[config.mk]
export PLATFORM = sky130hd
export DESIGN_NAME = cslru_ram
export DESIGN_NICKNAME = d
export VERILOG_FILES = /design/src/rtl/cslru_ram.sv
export SDC_FILE = /design/constraint.sdc
export NUM_CORES = 1
export LEC_CHECK = 0
export ABC_AREA = 0
export BUFFER_PORTS_ARGS = -buffer_cell sky130_fd_sc_hd__buf_2
export CORE_AREA = 10 10 110 112
export DETAILED_ROUTE_END_ITERATION = 10
export DIE_AREA = 0 0 120 122
export PLACE_DENSITY = 0.73
export SYNTH_ARGS = -nofsm -noshare
export SYNTH_HDL_FRONTEND = slang
export SYNTH_SLANG_ARGS = --single-unit
[constraint.sdc]
create_clock -name clk -period 1.7 [get_ports clk]
set_input_delay 0.255 -clock clk [delete_from_list [all_inputs] [get_ports clk]]
set_output_delay 0.255 -clock clk [all_outputs]
set_load 0.02 [all_outputs]
[src/rtl/cslru_ram.sv]
// ----------------------------------------------------------------------------
// Generic simple dual-port RAM
// One write port and one read port with registered read data.
// ----------------------------------------------------------------------------
`default_nettype none

module cslru_ram #(
	parameter int WIDTH = 8,
	parameter int DEPTH = 16
) (
	input  wire logic                     clk,
	input  wire logic                     we,
	input  wire logic [$clog2(DEPTH)-1:0] waddr,
	input  wire logic [WIDTH-1:0]         wdata,
	input  wire logic                     re,
	input  wire logic [$clog2(DEPTH)-1:0] raddr,
	output logic      [WIDTH-1:0]         rdata
);

	logic [WIDTH-1:0] mem [DEPTH];

	always_ff @(posedge clk) begin
		if (we) begin
			mem[waddr] <= wdata;
		end
		if (re) begin
			rdata <= mem[raddr];
		end
	end

endmodule

`default_nettype wire

==> impl_metrics.tcl, run 1 <==
set metrics [dict create \
    outcome "completed" \
    synth-seq-area-share 0.781 \
    dp.final_hpwl_mm 6.34 \
    viasPerCell 5.78 \
    slew_viol_final 0 \
    syn_inst 229 \
    holdPathStages 1 \
    p_int_mw 6.45 \
    grt_pass1_wl_mm 15.7 \
    fillers 684 \
    setup_slack_ns 0.180 \
    hold_buffers 0 \
    cts-root-buf "clkbuf_8" \
    r2r_cells 3 \
    cp_slowest_cell "mux4_1" \
    pwr-share-comb 0.047 \
    hold_end "mem[6][4]" \
    max-clock-path-buffers 2 \
    drc 0 \
    pwr-share-seq 0.474 \
    finClkSkew_ns 0.00348 \
    fmax_mhz 658 \
    fin_crit_sh 0.894 \
    syn-num-nets 248 \
    netSwitchingPower_mw 1.56 \
    clock_sinks 136 \
    tightest_slew_ns 0.661 \
    cellLeakagePower_nw 2.16 \
    dp_slack_ns -0.0997 \
    cts_tree "done" \
    drive_above_1_share 0.333 \
    diodes 0 \
    setup-violations-final 0 \
    wl_per_cell_um 23.4 \
    path_cells "mux4_1, a22oi_1, nand2_1" \
    cp_max_fo 1 \
    numPortBuffers 26 \
    cts_resized 0 \
    cp-start-kind "flip-flop" \
    power_density_nw_per_um2 1270 \
    critPathMaxStageDelay_ns 0.54 \
    grt_max_degree 33 \
    gr-total-overflow 0 \
    rows 37 \
    ys_types 18 \
    firstDrtPassIters 4 \
    max-vdd-ir-drop_uv 573 \
    place_congestion 0.741 \
    slew_headroom 0.558 \
    clk_latency_ns 0.52 \
    drv_cap 0 \
    post_cts_buffers 0 \
    finalHoldViolCount 0 \
    drt_iter0_markers 297 \
    worstSetupEndpointType "flip-flop" \
    pwr-share-clk 0.479 \
    worst_hold_path_type "input pin to flip-flop" \
    ant_nets 0 \
    syn_avg_cell_area_um2 22.8 \
    start_util 0.520 \
    period_needed_ns 1.52 \
    grt_pass1_vias 2608 \
    rsz0062_at_grt "false" \
    antenna_found_initial 0 \
    dieHeight_um 122 \
    clk_pin_slew_ns 0.06 \
    ff2ff_setup_slack_ns 0.18 \
    htreeDepth 4 \
    r2r_start "mem[1][0]" \
    swShare 0.194 \
    wl_mm 10.2 \
    numCtsBuffers 17 \
    syn_area_um2 5230 \
    syn_to_final_growth_pct 20.5 \
    cp.required_ns 1.97 \
    hold_ws_ns 0.105 \
    synth-seq-cells 136 \
    grt_use_total 0.148 \
    nNetsFinal 307 \
    arrival_ns 1.79 \
    die_x_um 120 \
    ios 27 \
    yosysWarnings 0 \
    core_area_um2 10000 \
    via_count 2521 \
    criticalPathCategory "flip-flop to flip-flop" \
    die_area_um2 14600 \
    min-delay-start "wdata[4]" \
    r2r-end "rdata[0]" \
]
[cells by family after synthesis]
| group | count (synthesis) | share of synthesized area |
|---|---|---|
| DFF | 136 | 0.781 |
| AOI/OAI and AO/OA | 16 | 0.0230 |
| buffers and inverters | 10 | 0.0165 |
| muxes | 32 | 0.148 |
| and+or+nand+nor | 35 | 0.0314 |
[synthesized netlist by cell type]
cell type	n	area (um2)
nor2_1	13	48.8
a22oi_1	16	120
nor3_1	4	20.0
nand2b_1	2	12.5
nand3_1	1	5.00
buf_4	1	7.51
edfxtp_1	136	4080
and2b_1	1	7.51
or3b_2	1	8.76
buf_6	3	33.8
mux4_2	18	405
nand3b_1	2	15.0
clkdlybuf4s25_2	3	30.0
nand2_1	9	33.8
buf_2	3	15.0
mux4_1	14	368
nor2b_1	1	6.26
and2_1	1	6.26
[registers in the layout, indices dropped and copies added (netlist names)]
| register | cells |
|---|---|
| rdata | 8 |
| mem | 128 |
[cells in the final DEF (no fill, tap or decap), types with 2 or more instances in the layout]
cell / netlist / final
mux4_2: 18 / 18
buf_12: 0 / 4
nand2b_1: 2 / 2
clkinv_2: 0 / 4
clkinv_4: 0 / 3
clkbuf_16: 0 / 16
mux4_1: 14 / 14
buf_4: 1 / 20
nor3_1: 4 / 3
a22oi_1: 16 / 16
edfxtp_1: 136 / 136
nor2_1: 13 / 13
nand2_1: 9 / 9
nand3b_1: 2 / 2
bufinv_16: 0 / 5
buf_2: 3 / 26
[routing by layer]
layer | global-route usage | up-vias | routed length [um]
met2 | 0.230 | 107 | 5040
met5 | 0 | - | 0
li1 | - | 1099 | -
met3 | 0.0444 | 23 | 763
met1 | 0.187 | 1292 | 4190
met4 | 0.0739 | 0 | 198
[critical path: cells and delay by family (launching register included)]
family / cells / cell delay (ns)
and+or+nand+nor: 1 / 0.09
DFF: 1 / 0.38
AOI/OAI and AO/OA: 1 / 0.26
muxes: 1 / 0.54
[layout make-up]
cell class              instances  area, um2  area share
multi-input cells              83       1060       0.169
clock inverters                13        204      0.0324
repair buffers                 50        360      0.0572
clock buffers                  18        418      0.0663
well taps                     136        170      0.0270
flip-flops and latches        136       4080       0.648
[per-stage QoR]
step            util  total power [mW]  TNS, ns  std cells  instance area, um2
6_report       0.627              8.01        0        436                6300
5_1_grt        0.627              8.23        0        436                6300
4_1_cts        0.627              8.05        0        436                6300
3_5_place_dp   0.565              4.25   -0.308        405                5680
3_3_place_gp   0.565              4.23   -0.262        405                5680
2_1_floorplan      -              4.07        0        229                5230
[worst max-delay path by stage]
stage | cells past startpoint | end | slack (ns) | start
3_5_place_dp | 5 | rdata[2] | -0.1 | raddr[0]
5_1_grt | 3 | rdata[2] | 0.14 | mem[0][2]
6_report | 3 | rdata[0] | 0.18 | mem[1][0]
3_3_place_gp | 5 | rdata[2] | -0.11 | raddr[0]
2_1_floorplan | 5 | rdata[1] | 0.16 | raddr[0]
4_1_cts | 3 | rdata[0] | 0.19 | mem[1][0]
[power groups by stage]
stage                     combinational [mW]  clock, mW  sequential, mW
after floorplan                        0.191          0            3.88
after global placement                 0.370          0            3.86
after detailed placement               0.380          0            3.87
after CTS                              0.382       3.87            3.80
after global routing                   0.410       4.01            3.80
final                                  0.377       3.84            3.80
(Power assumes the default switching activity.)
==> inputs of run 2 (changes only) <==
--- a/config.mk
+++ b/config.mk
@@ -7,10 +7,12 @@
 export LEC_CHECK = 0
 export ABC_AREA = 0
 export BUFFER_PORTS_ARGS = -buffer_cell sky130_fd_sc_hd__buf_2
-export CORE_AREA = 10 10 110 112
+export CELL_PAD_IN_SITES_DETAIL_PLACEMENT = 1
+export CELL_PAD_IN_SITES_GLOBAL_PLACEMENT = 1
+export CORE_AREA = 10 10 116 118
 export DETAILED_ROUTE_END_ITERATION = 10
-export DIE_AREA = 0 0 120 122
-export PLACE_DENSITY = 0.73
+export DIE_AREA = 0 0 126 128
+export PLACE_DENSITY = 0.84
 export SYNTH_ARGS = -nofsm -noshare
 export SYNTH_HDL_FRONTEND = slang
 export SYNTH_SLANG_ARGS = --single-unit
==> constraint.sdc (replaced) <==
create_clock -name clk -period 1.7 [get_ports clk]
set_input_delay 0.17 -clock clk [delete_from_list [all_inputs] [get_ports clk]]
set_output_delay 0.17 -clock clk [all_outputs]
set_load 0.02 [all_outputs]
==> run 2 against run 1 <==
Effect of this change:
- sequential share of layout area grew 0.25 points
- core utilization fell by 6.8 points
- clock skew up 0.0010 ns
- critical path depth is the same
- critical path type unchanged
- highest routed layer unchanged
==> impl_metrics.tcl, run 2 (synthesized netlist as in run 1, its figures left out) <==
set metrics [dict create \
    final_core_util 0.559 \
    diodes 0 \
    cellLeakagePower_nw 2.14 \
    drive_above_1_share 0.321 \
    wl_per_cell_um 27.4 \
    numCtsBuffers 17 \
    setup-violations-final 0 \
    numPortBuffers 26 \
    cts_resized 0 \
    max-vdd-ir-drop_uv 585 \
    drv_cap 0 \
    ant_nets 0 \
    rsz0062_at_grt "false" \
    gr-total-overflow 0 \
    place_congestion 0.771 \
    finalHoldViolCount 0 \
    mostFrequentLayoutCells "136 x edfxtp_1, 26 x buf_2, 18 x mux4_2, 18 x buf_4, 17 x clkbuf_16" \
    start_util 0.466 \
    antenna_found_initial 0 \
    grt_max_degree 33 \
    grt_use_total 0.156 \
    reg_top3 "mem: 128 flops, rdata: 8 flops" \
    core_area_um2 11200 \
    fmax_mhz 636 \
    ios 27 \
    layout.cells.most_common "edfxtp_1" \
    outcome "completed" \
    pwr-share-comb 0.049 \
    slew_viol_final 0 \
    netSwitchingPower_mw 1.60 \
    nNetsFinal 305 \
    fin_crit_sh 0.925 \
    hold_buffers 0 \
    post_cts_buffers 0 \
    worstSetupEndpointType "flip-flop" \
    cp-start-kind "flip-flop" \
    hold_ws_ns 0.141 \
    cts-root-buf "clkbuf_16" \
    largest_reg_flops 128 \
    slew_headroom 0.613 \
    cp.required_ns 1.84 \
    swShare 0.201 \
    clock_sinks 136 \
    cts_tree "done" \
    pwr-share-seq 0.477 \
    path_cells "mux4_1, a22oi_1, nand2_1" \
    critPathMaxStageDelay_ns 0.49 \
    grt_pass1_vias 2818 \
    htreeDepth 4 \
    dp.final_hpwl_mm 7.67 \
    finClkSkew_ns 0.00449 \
    firstDrtPassIters 4 \
    period_needed_ns 1.57 \
    drt_iter0_markers 265 \
    dieHeight_um 128 \
    clk_pin_slew_ns 0.06 \
    cp_max_fo 1 \
    grt_pass1_wl_mm 18.2 \
    rows 39 \
    power_density_nw_per_um2 1270 \
    criticalPathCategory "flip-flop to flip-flop" \
    worst_hold_path_type "input pin to flip-flop" \
    arrival_ns 1.71 \
    tightest_slew_ns 0.578 \
    cp_slowest_cell "mux4_1" \
    via_count 2543 \
    fillers 991 \
    wl_mm 12.1 \
    clk_latency_ns 0.42 \
    die_area_um2 16100 \
    largest_register "mem" \
    syn_to_final_growth_pct 20.0 \
    die_x_um 126 \
    pwr-share-clk 0.474 \
    drc 0 \
    viasPerCell 5.75 \
    p_int_mw 6.37 \
    max-clock-path-buffers 2 \
]
[run 2: changes by cell type in the layout (fill, tap and decap cells not counted)]
cell	previous run	this run
clkinv_4	3	2
nor3_1	3	4
bufinv_16	5	4
clkbuf_16	16	17
clkbuf_1	1	0
nor3_2	1	0
buf_4	20	18
clkinv_1	0	3
clkbuf_8	1	0
clkinvlp_4	1	2
[run 2: through the flow]
| stage | cell area, um2 | TNS, ns | setup WS, ns | instances | power [mW] |
|---|---|---|---|---|---|
| 6_report | 6270 | 0 | 0.127 | 442 | 7.97 |
| 5_1_grt | 6270 | 0 | 0.0697 | 442 | 8.22 |
| 4_1_cts | 6270 | 0 | 0.120 | 442 | 8.05 |
| 3_5_place_dp | 5670 | -0.325 | -0.108 | 410 | 4.26 |
| 3_3_place_gp | 5670 | -0.204 | -0.0613 | 410 | 4.23 |
| 2_1_floorplan | 5230 | 0 | 0.0371 | 229 | 4.07 |
[run 2: cell type report]
type,count,area [um2],area share
multi-input cells,83,1060,0.168
flip-flops and latches,136,4080,0.651
repair buffers,48,345,0.0550
clock buffers,17,425,0.0678
well taps,143,179,0.0285
clock inverters,15,184,0.0293
[run 2: routing by layer]
metal  GRT usage  wire length (um)  vias to the layer above
li1            -                 -                     1097
met1       0.190              5040                     1340
met2       0.254              6090                       89
met3      0.0467               716                       17
met4      0.0703               238                        0
met5           0                 0                        -
[run 2: worst max-delay path: cells and delay by family (launching register included)]
family,cells,cell delay (ns)
mux,1,0.49
compound gates,1,0.29
simple gates,1,0.15
flops,1,0.37
[run 2: power by group through the flow]
stage,sequential (mW),combinational [mW],clock (mW)
2_1_floorplan,3.88,0.191,0
3_3_place_gp,3.87,0.366,0
3_5_place_dp,3.87,0.390,0
4_1_cts,3.80,0.398,3.84
5_1_grt,3.81,0.423,3.99
6_report,3.80,0.391,3.77
[run 2: worst paths after layout]
check	startpoint	endpoint	slack, ns	cells past startpoint
max	mem[8][3]	rdata[3]	0.13	3
min reg2reg	mem[14][5]	rdata[5]	0.76	3
max reg2reg	mem[8][3]	rdata[3]	0.13	3
min	re	rdata[5]	0.14	1
